## config.mk

```make
export PLATFORM = sky130hd
export DESIGN_NAME = modular_exponentiation_core_flat
export DESIGN_NICKNAME = d
export VERILOG_FILES = /design/src/rtl/mexp_pkg.sv /design/src/rtl/mexp_if.sv /design/src/rtl/mexp_datapath.sv /design/src/rtl/mexp_controller.sv /design/src/rtl/modular_exponentiation_core.sv /design/src/flat_wrapper.sv
export SDC_FILE = /design/constraint.sdc
export NUM_CORES = 2
export LEC_CHECK = 0
export ABC_AREA = 0
export BUFFER_PORTS_ARGS = -buffer_cell sky130_fd_sc_hd__buf_2
export CELL_PAD_IN_SITES_DETAIL_PLACEMENT = 0
export CELL_PAD_IN_SITES_GLOBAL_PLACEMENT = 1
export CORE_MARGIN = 4
export CORE_UTILIZATION = 30
export CTS_CLUSTER_DIAMETER = 200
export DETAILED_ROUTE_END_ITERATION = 16
export GPL_ROUTABILITY_DRIVEN = 1
export GPL_TIMING_DRIVEN = 0
export PLACE_DENSITY_LB_ADDON = 0.08
export SYNTH_ARGS = -nofsm -noshare
export SYNTH_HDL_FRONTEND = slang
export SYNTH_SLANG_ARGS = --single-unit
```

## constraint.sdc

```tcl
create_clock -name i_clk -period 16.3 [get_ports i_clk]
set_input_delay 2.445 -clock i_clk [delete_from_list [all_inputs] [get_ports i_clk]]
set_output_delay 2.445 -clock i_clk [all_outputs]
set_load 0.02 [all_outputs]
```

## src/rtl/mexp_pkg.sv

```systemverilog
// ----------------------------------------------------------------------------
// mexp_pkg
// Shared types for the modular exponentiation core: controller states and
// the command and status groups between the controller and the datapath.
// ----------------------------------------------------------------------------
package mexp_pkg;

    typedef enum logic [3:0] {
        S_IDLE,
        S_REDUCE,
        S_RED_WB,
        S_CHECK,
        S_MUL,
        S_MUL_WB,
        S_SQR,
        S_SQR_WB,
        S_FINISH
    } t_state;

    typedef struct packed {
        logic load;       // capture a new item and start the base reduction
        logic setup_mul;  // acc = 0, x = result, y = base
        logic setup_sqr;  // acc = 0, x = base, y = base
        logic step;       // one bit of the shift-and-add modular multiply
        logic wr_base;    // base takes the accumulator
        logic wr_res;     // result takes the accumulator
        logic shift_exp;  // drop the exponent bit just used
        logic out_load;   // move the final value into the output register
    } t_dp_cmd;

    typedef struct packed {
        logic exp_bit;    // lowest remaining exponent bit
        logic exp_zero;   // no exponent bits remain
        logic exp_last;   // the lowest remaining bit is the only one set
        logic out_free;   // the output register can take a value this cycle
    } t_dp_stat;

endpackage

```

## src/rtl/mexp_if.sv

```systemverilog
// ----------------------------------------------------------------------------
// mexp_if
// Valid/ready channels of the modular exponentiation core: the request
// channel carries base and exponent, the response channel the power.
// ----------------------------------------------------------------------------
interface mexp_req_if #(
    parameter int WORD_WIDTH = 64
);
    logic                  valid;
    logic                  ready;
    logic [WORD_WIDTH-1:0] base_value;
    logic [WORD_WIDTH-1:0] exponent;

    modport source (output valid, output base_value, output exponent, input ready);
    modport sink   (input valid, input base_value, input exponent, output ready);
endinterface

interface mexp_rsp_if #(
    parameter int WORD_WIDTH = 64
);
    logic                  valid;
    logic                  ready;
    logic [WORD_WIDTH-1:0] power;

    modport source (output valid, output power, input ready);
    modport sink   (input valid, input power, output ready);
endinterface

```

## src/rtl/mexp_datapath.sv

```systemverilog
// ----------------------------------------------------------------------------
// mexp_datapath
// Modulus register, operand registers and a one-bit-per-cycle modular
// multiply step, plus the output register of the response channel.
// ----------------------------------------------------------------------------
module mexp_datapath
    import mexp_pkg::*;
#(
    parameter int WORD_WIDTH = 64
) (
    input  logic                  i_clk,
    input  logic                  i_rst_n,
    input  logic                  i_cfg_we,
    input  logic [WORD_WIDTH-1:0] i_cfg_wdata,
    input  logic [WORD_WIDTH-1:0] i_base_value,
    input  logic [WORD_WIDTH-1:0] i_exponent,
    input  t_dp_cmd               i_cmd,
    output t_dp_stat              o_stat,
    mexp_rsp_if.source            o_rsp
);

    localparam int SW = WORD_WIDTH + 2;

    logic [WORD_WIDTH-1:0] r_mod;
    logic [WORD_WIDTH-1:0] r_base;
    logic [WORD_WIDTH-1:0] r_exp;
    logic [WORD_WIDTH-1:0] r_res;
    logic [WORD_WIDTH-1:0] r_acc;
    logic [WORD_WIDTH-1:0] r_x;
    logic [WORD_WIDTH-1:0] r_y;
    logic                  r_exp_was_zero;
    logic [WORD_WIDTH-1:0] r_out;
    logic                  r_out_valid;

    logic [WORD_WIDTH-1:0] one_mod;
    logic [WORD_WIDTH-1:0] addend;
    logic [SW-1:0]         sum;
    logic [SW-1:0]         mod1;
    logic [SW-1:0]         mod2;
    logic [SW-1:0]         sum_red;
    logic [WORD_WIDTH-1:0] n_acc;

    // One modulo the modulus: zero when the modulus is one.
    assign one_mod = {{(WORD_WIDTH-1){1'b0}}, (r_mod != WORD_WIDTH'(1))};

    // acc < m and x < m, so 2*acc + x stays below 3*m and at most two
    // subtractions of m bring it back into range.
    always_comb begin
        addend  = r_y[WORD_WIDTH-1] ? r_x : '0;
        sum     = {1'b0, r_acc, 1'b0} + {2'b00, addend};
        mod1    = {2'b00, r_mod};
        mod2    = {1'b0, r_mod, 1'b0};
        if (sum >= mod2) begin
            sum_red = sum - mod2;
        end else if (sum >= mod1) begin
            sum_red = sum - mod1;
        end else begin
            sum_red = sum;
        end
        n_acc = sum_red[WORD_WIDTH-1:0];
    end

    always_ff @(posedge i_clk) begin
        if (!i_rst_n) begin
            r_mod <= WORD_WIDTH'(1);
        end else if (i_cfg_we) begin
            r_mod <= (i_cfg_wdata == '0) ? WORD_WIDTH'(1) : i_cfg_wdata;
        end
    end

    always_ff @(posedge i_clk) begin
        if (i_cmd.load) begin
            // The base reduction is a multiply of one by the raw base.
            r_acc          <= '0;
            r_x            <= one_mod;
            r_y            <= i_base_value;
            r_exp          <= i_exponent;
            r_res          <= one_mod;
            r_exp_was_zero <= (i_exponent == '0);
        end else begin
            if (i_cmd.setup_mul) begin
                r_acc <= '0;
                r_x   <= r_res;
                r_y   <= r_base;
            end else if (i_cmd.setup_sqr) begin
                r_acc <= '0;
                r_x   <= r_base;
                r_y   <= r_base;
            end else if (i_cmd.step) begin
                r_acc <= n_acc;
                r_y   <= {r_y[WORD_WIDTH-2:0], 1'b0};
            end
            if (i_cmd.wr_base) begin
                r_base <= r_acc;
            end
            if (i_cmd.wr_res) begin
                r_res <= r_acc;
            end
            if (i_cmd.shift_exp) begin
                r_exp <= {1'b0, r_exp[WORD_WIDTH-1:1]};
            end
        end
    end

    always_ff @(posedge i_clk) begin
        if (!i_rst_n) begin
            r_out_valid <= 1'b0;
        end else if (i_cmd.out_load) begin
            r_out_valid <= 1'b1;
        end else if (o_rsp.ready) begin
            r_out_valid <= 1'b0;
        end
    end

    // A zero exponent answers one, even when the modulus is one.
    always_ff @(posedge i_clk) begin
        if (i_cmd.out_load) begin
            r_out <= r_exp_was_zero ? WORD_WIDTH'(1) : r_res;
        end
    end

    assign o_rsp.valid = r_out_valid;
    assign o_rsp.power = r_out;

    assign o_stat.exp_bit  = r_exp[0];
    assign o_stat.exp_zero = (r_exp == '0);
    assign o_stat.exp_last = (r_exp[WORD_WIDTH-1:1] == '0);
    assign o_stat.out_free = !r_out_valid || o_rsp.ready;

endmodule

```

## src/rtl/mexp_controller.sv

```systemverilog
// ----------------------------------------------------------------------------
// mexp_controller
// Sequences the base reduction, then per exponent bit an optional multiply
// into the result and, except after the highest set bit, a squaring of the base, each one bit per cycle.
// ----------------------------------------------------------------------------
module mexp_controller
    import mexp_pkg::*;
#(
    parameter int WORD_WIDTH = 64
) (
    input  logic     i_clk,
    input  logic     i_rst_n,
    input  logic     i_in_valid,
    output logic     o_in_ready,
    input  t_dp_stat i_stat,
    output t_dp_cmd  o_cmd
);

    localparam int CW = $clog2(WORD_WIDTH);

    t_state          r_state;
    t_state          n_state;
    logic [CW-1:0]   r_cnt;
    logic [CW-1:0]   n_cnt;
    logic            cnt_last;
    logic            stepping;

    assign cnt_last = (r_cnt == CW'(WORD_WIDTH - 1));
    assign stepping = (r_state == S_REDUCE) || (r_state == S_MUL) || (r_state == S_SQR);

    always_ff @(posedge i_clk) begin
        if (!i_rst_n) begin
            r_state <= S_IDLE;
            r_cnt   <= '0;
        end else begin
            r_state <= n_state;
            r_cnt   <= n_cnt;
        end
    end

    // The bit counter idles at zero and wraps after the last bit.
    always_comb begin
        if (stepping && !cnt_last) begin
            n_cnt = r_cnt + CW'(1);
        end else begin
            n_cnt = '0;
        end
    end

    always_comb begin
        n_state    = r_state;
        o_cmd      = '0;
        o_in_ready = 1'b0;
        unique case (r_state)
            S_IDLE: begin
                o_in_ready = 1'b1;
                if (i_in_valid) begin
                    o_cmd.load = 1'b1;
                    n_state    = S_REDUCE;
                end
            end
            S_REDUCE: begin
                o_cmd.step = 1'b1;
                if (cnt_last) begin
                    n_state = S_RED_WB;
                end
            end
            S_RED_WB: begin
                o_cmd.wr_base = 1'b1;
                n_state       = S_CHECK;
            end
            S_CHECK: begin
                if (i_stat.exp_zero) begin
                    n_state = S_FINISH;
                end else if (i_stat.exp_bit) begin
                    o_cmd.setup_mul = 1'b1;
                    n_state         = S_MUL;
                end else begin
                    o_cmd.setup_sqr = 1'b1;
                    n_state         = S_SQR;
                end
            end
            S_MUL: begin
                o_cmd.step = 1'b1;
                if (cnt_last) begin
                    n_state = S_MUL_WB;
                end
            end
            S_MUL_WB: begin
                o_cmd.wr_res = 1'b1;
                // No higher exponent bits remain, so the last squaring is skipped.
                if (i_stat.exp_last) begin
                    n_state = S_FINISH;
                end else begin
                    o_cmd.setup_sqr = 1'b1;
                    n_state         = S_SQR;
                end
            end
            S_SQR: begin
                o_cmd.step = 1'b1;
                if (cnt_last) begin
                    n_state = S_SQR_WB;
                end
            end
            S_SQR_WB: begin
                o_cmd.wr_base   = 1'b1;
                o_cmd.shift_exp = 1'b1;
                n_state         = S_CHECK;
            end
            S_FINISH: begin
                if (i_stat.out_free) begin
                    o_cmd.out_load = 1'b1;
                    n_state        = S_IDLE;
                end
            end
            default: begin
                n_state = S_IDLE;
            end
        endcase
    end

endmodule

```

## src/rtl/modular_exponentiation_core.sv

```systemverilog
// The multiplies and squarings all share a single shift-and-add multiplier.
// One item at a time; the next is accepted while a result waits for transfer.
// Synchronous active-low reset clears control and sets the modulus to 1.
// ----------------------------------------------------------------------------
// modular_exponentiation_core
// Computes base to the exponent modulo a configured modulus by right-to-left
// binary square and multiply with bit-serial modular multiplication.
// ----------------------------------------------------------------------------
module modular_exponentiation_core
    import mexp_pkg::*;
#(
    parameter int WORD_WIDTH = 64
) (
    input  logic                  i_clk,
    input  logic                  i_rst_n,
    input  logic                  i_cfg_we,
    input  logic [WORD_WIDTH-1:0] i_cfg_wdata,
    mexp_req_if.sink              i_req,
    mexp_rsp_if.source            o_rsp
);

    t_dp_cmd  cmd;
    t_dp_stat stat;

    mexp_controller #(
        .WORD_WIDTH (WORD_WIDTH)
    ) u_ctrl (
        .i_clk      (i_clk),
        .i_rst_n    (i_rst_n),
        .i_in_valid (i_req.valid),
        .o_in_ready (i_req.ready),
        .i_stat     (stat),
        .o_cmd      (cmd)
    );

    mexp_datapath #(
        .WORD_WIDTH (WORD_WIDTH)
    ) u_dp (
        .i_clk        (i_clk),
        .i_rst_n      (i_rst_n),
        .i_cfg_we     (i_cfg_we),
        .i_cfg_wdata  (i_cfg_wdata),
        .i_base_value (i_req.base_value),
        .i_exponent   (i_req.exponent),
        .i_cmd        (cmd),
        .o_stat       (stat),
        .o_rsp        (o_rsp)
    );

endmodule

```

## src/flat_wrapper.sv

```systemverilog
// flat-port wrapper written by rule: the top's interface ports become plain ports
module modular_exponentiation_core_flat import mexp_pkg::*;
#(
    parameter int WORD_WIDTH = 64
)
  (i_clk, i_rst_n, i_cfg_we, i_cfg_wdata, i_req_valid, i_req_base_value, i_req_exponent, i_req_ready, o_rsp_valid, o_rsp_power, o_rsp_ready);
  mexp_req_if #(.WORD_WIDTH(WORD_WIDTH)) i_req_i ();
  mexp_rsp_if #(.WORD_WIDTH(WORD_WIDTH)) o_rsp_i ();
  input  logic i_clk;
  input  logic i_rst_n;
  input  logic i_cfg_we;
  input  logic [WORD_WIDTH-1:0] i_cfg_wdata;
  input wire logic [$bits(i_req_i.valid)-1:0] i_req_valid;
  input wire logic [$bits(i_req_i.base_value)-1:0] i_req_base_value;
  input wire logic [$bits(i_req_i.exponent)-1:0] i_req_exponent;
  output wire logic [$bits(i_req_i.ready)-1:0] i_req_ready;
  output wire logic [$bits(o_rsp_i.valid)-1:0] o_rsp_valid;
  output wire logic [$bits(o_rsp_i.power)-1:0] o_rsp_power;
  input wire logic [$bits(o_rsp_i.ready)-1:0] o_rsp_ready;
  assign i_req_i.valid = i_req_valid;
  assign i_req_i.base_value = i_req_base_value;
  assign i_req_i.exponent = i_req_exponent;
  assign i_req_ready = i_req_i.ready;
  assign o_rsp_valid = o_rsp_i.valid;
  assign o_rsp_power = o_rsp_i.power;
  assign o_rsp_i.ready = o_rsp_ready;
  modular_exponentiation_core #(.WORD_WIDTH(WORD_WIDTH)) u_core (.i_clk(i_clk), .i_rst_n(i_rst_n), .i_cfg_we(i_cfg_we), .i_cfg_wdata(i_cfg_wdata), .i_req(i_req_i), .o_rsp(o_rsp_i));
endmodule
```

==> summary.md <==
| Metric | Value |
|---|---|
| Status | completed |
| Hold slack | 0.449 ns |
| FP Rows | between 100 and 150 |
| CTS tree | built |
| Horiz. Die Dim | 346 um |
| Psw | 3.10 mW |
| Post-Place Cell Area | between 0.03 and 0.04 mm2 |
| Core ar. | 0.113 mm2 |
| FF+latch count, synth | 524 |
| Synth Cell Area | 0.0342 mm2 |
| Pin count of the biggest net entering global routing | 59 |
| GPL Wtd Cong | 0.902 |
| First-pass DRT Iterations | 5 |
| Starting DRT DRC Count | 2160 |
| Die ar. | 0.119 mm2 |
| Final setup viols | 0 |
| Die height | 346 um |
| FF-to-FF End | u_core.u_dp.r_acc[38]$_SDFFE_PP0P_ |
| Count of cell types in the netlist | 92 |
| Hold Vio Cnt, Final | 0 |
| R2R Setup Slk | around 7 ns |
| Critical path type | reg2reg |
| Via count of the first global-routing pass | slightly below 30000 |
| Synth top area cells | edfxtp_1 (23%), dfxtp_1 (16%), ha_1 (7.0%) |
| Worst-path clk slew | 0.06 ns |
| DR vias | approximately 30000 |
| DRT Wirelength | roughly 140000 um |
| Area Growth Syn to Fin | 15.9% |
| Final core occ | 35.1% |
| Syn avg cell area | 8.71 um2 |
| Htree depth | 2 |
| Fin crit share | 56.3% |
| Worst vdd ir | about 0.11 mV |
| Worst R2R Path Depth | 27 |
| Post-synth EDFFs | 259 |
| Final setup margin | 7.12 ns |
| Dominant register cell in the synthesized netlist | dfxtp_1 |
| Layout fillers | between 10000 and 15000 |
| Setup TNS Final | 0 ns |
| Worst Skew | approximately 0.065 ns |
| Max Clk Rate | 109 MHz |
| Max-cap viol count | 0 |
| Detail Route Antenna Nets | 0 |
| Cells on Worst Hold Path | 1 |
| Initial antenna violation count | 4 |
| Clock tree buffer depth | 3 |
| Clk network pwr share | 20.9% |
| TritonCTS Buffers | 61 |
| Critical Path Source Type | flop |
| Data arrival, critical path | between 9 and 10 ns |
| Count leader, synth | nand2_1 |
| Synth cell count leaders | nand2_1 (581), a21oi_1 (335), dfxtp_1 (265), edfxtp_1 (259), nor2_1 (245) |
| Hold Startpoint | u_core.u_ctrl.r_cnt[0]$_SDFF_PN0_ |
| Post-Place Cells | 5702 |
| GRT overflow | 0 |
| Post-Syn Nets | roughly 4300 |
| R2R Path Start | u_core.u_dp.r_y[63]$_DFFE_PP_ |
| Static Leak | 15.5 nW |
| Area leader, netlist | edfxtp_1 |
| Final #Nets | 4657 |
| Seq/Total Area, Yosys | a little under two fifths |
| CTS root buf | clkbuf_16 |
| Fin crit period | 9.18 ns |
| P per Cell Area | roughly 170 mW/mm2 |
| Comb power frac | between 50% and 60% |
| Worst-skew pair later-pin latency | 0.71 ns |
| Int Power | 3.52 mW |
| First-pass GRT wire length | 201000 um |
| Synth Warn # | 0 |
| CTS Sinks | 524 |
| Slew headroom | 9.73% |
| Setup repair after global routing missed its margin | no |
| Via-to-Cell Ratio | 5.18 |
| Post-CTS sizing | 0 |
| Hold Crit Endpoint | u_core.u_ctrl.r_cnt[0]$_SDFF_PN0_ |
| Max Slew Vio Count | 0 |
| Sw Share | 46.8% |
| I/O pin count | 263 |
| Place WS | 7.15 ns |
| Crit-path max FO | 10 |
| Synth top area share | 22.8% |
| Share of layout cells above drive strength 1 | 10.6% |
| GRT Util Overall | between 20% and 30% |
| Cells after synthesis | 3926 |
| CP Capture Type | flop |
| Setup Fix Bufs, Post-CTS | 0 |
| CTS Hold Bufs | 0 |
| Register share of total power | 25.4% |
| Post-DP HPWL | 114000 um |
| DR WL/cell | approximately 24 um |
| Min-delay worst type | reg2reg |
| Buffers added on ports | 260 |
| CP Data Required Time | about 17 ns |
| Starting Density | a little under a third |
| Post-Layout Cell Count | 5820 |
| Post-route cell area | 0.0396 mm2 |
| Worst-margin pin slew | between 1 and 1.5 ns |
| Post-route DRC | 0 |
| Async SR Flop Fraction | 0% |
| Design Power | 6.62 mW |
## flip-flops by register name (all words and copies together) (netlist names)
signal / cells
u_core.u_ctrl.r_state: 4
u_core.u_dp.r_exp: 64
u_core.u_dp.r_base: 64
u_core.u_dp.o_rsp.valid: 1
u_core.u_dp.r_x: 64
u_core.u_dp.r_acc: 64
u_core.u_dp.o_rsp.power: 64
u_core.u_dp.r_res: 64
u_core.u_dp.r_y: 64
u_core.u_dp.r_exp_was_zero: 1
u_core.u_ctrl.r_cnt: 6
u_core.u_dp.r_mod: 64
## worst max path at each step
stage / cells past startpoint / endpoint / slack, ns / from
after floorplan: 3 / u_core.u_dp.r_base[0]$_DFFE_PP_ / 8.34 / u_core.u_ctrl.r_state[2]$_SDFFE_PN0P_
after global placement: 3 / u_core.u_dp.r_base[7]$_DFFE_PP_ / 3.02 / u_core.u_ctrl.r_state[2]$_SDFFE_PN0P_
after detailed placement: 25 / u_core.u_dp.r_acc[62]$_SDFFE_PP0P_ / 7.15 / u_core.u_dp.r_y[63]$_DFFE_PP_
after CTS: 25 / u_core.u_dp.r_acc[62]$_SDFFE_PP0P_ / 7.16 / u_core.u_dp.r_y[63]$_DFFE_PP_
after global routing: 27 / u_core.u_dp.r_acc[38]$_SDFFE_PP0P_ / 6.69 / u_core.u_dp.r_y[63]$_DFFE_PP_
final: 27 / u_core.u_dp.r_acc[38]$_SDFFE_PP0P_ / 7.12 / u_core.u_dp.r_y[63]$_DFFE_PP_
## layer usage
| layer | part of all wire (%) | vias up | track usage [%] |
|---|---|---|---|
| li1 | - | 15000 | - |
| met4 | 2.0 | 0 | 4.42 |
| met1 | 50 | 14300 | 32.7 |
| met5 | 0 | - | 0 |
| met2 | 44 | 756 | 34.9 |
| met3 | 4.4 | 111 | 2.51 |
## cell families after synthesis
group | after synthesis | synth area share, %
multiplexers | 222 | 6.68
AO/OA/AOI/OAI | 1054 | 19.9
AND/OR/NAND/NOR | 1403 | 19.4
flip-flops | 524 | 38.3
XOR/XNOR | 172 | 4.41
buffers and inverters | 356 | 4.11
adder cells (fa/ha/maj) | 195 | 7.20
## placed cells by master (no fill, tap or decap), types with 10 or more instances in the layout
cell       count
xor2_1        63
xnor2_1      109
o211ai_1      31
ha_1         192
o21bai_1      39
dfxtp_1      265
nand2_1      581
inv_1        128
a211oi_1     105
nand2b_1      11
nor2b_1      151
nor4_1        79
o21a_1        22
clkinv_2      14
a221oi_1      13
a22oi_1       11
nand4_1       68
buf_2        278
a31oi_1       33
mux2i_1      203
clkbuf_16     61
a21boi_0      16
nand3_1       58
nor3_1        58
and2_1        84
mux2_4        10
a21oi_1      334
edfxtp_1     259
a21o_1        95
clkbuf_1     204
o21ai_0      225
nor2_1       244
buf_1         14
and3_1        19
buf_4         12
o31ai_1       14
## layout make-up
class	count	area [um2]	area share, %
clock inverters	30	289	0.730
inverters	129	487	1.23
flip-flops and latches	524	13100	33.0
plain buffers	227	922	2.33
repair buffers	276	1510	3.81
multi-input cells	3046	19700	49.8
diodes	2	5.00	0.0126
well taps	1500	1880	4.74
clock buffers	86	1710	4.32
## worst max-delay path, stage by stage, from the launching register on
cell and delay (ns):
edfxtp_1 0.32, clkbuf_1 0.50, clkbuf_1 0.54, nand2_1 0.23
fa_1 0.47, nand2b_1 0.18, a21oi_1 0.33, o21ai_0 0.29
a31oi_1 0.30, a21oi_1 0.22, o31ai_2 0.35, o21ai_1 0.23
o21ai_0 0.23, xor2_1 0.59, ha_1 0.35, clkbuf_1 0.21
a211oi_1 0.35, o21ai_0 0.16, a221oi_1 0.49, a21boi_0 0.23
inv_1 0.07, a41oi_1 0.30, nand4_1 0.19, a21oi_2 0.55
clkbuf_1 0.81, a21oi_1 0.22, o21ai_0 0.22, a21oi_1 0.08
## power by group through the flow
stage,clock (mW),sequential (mW),combinational (mW)
after floorplan,0,1.61,2.37
after global placement,0,1.70,3.50
after detailed placement,0,1.70,3.48
after CTS,1.42,1.68,3.49
after global routing,1.47,1.69,3.84
final,1.38,1.68,3.56
No activity file was read; power rests on OpenSTA's default activity.
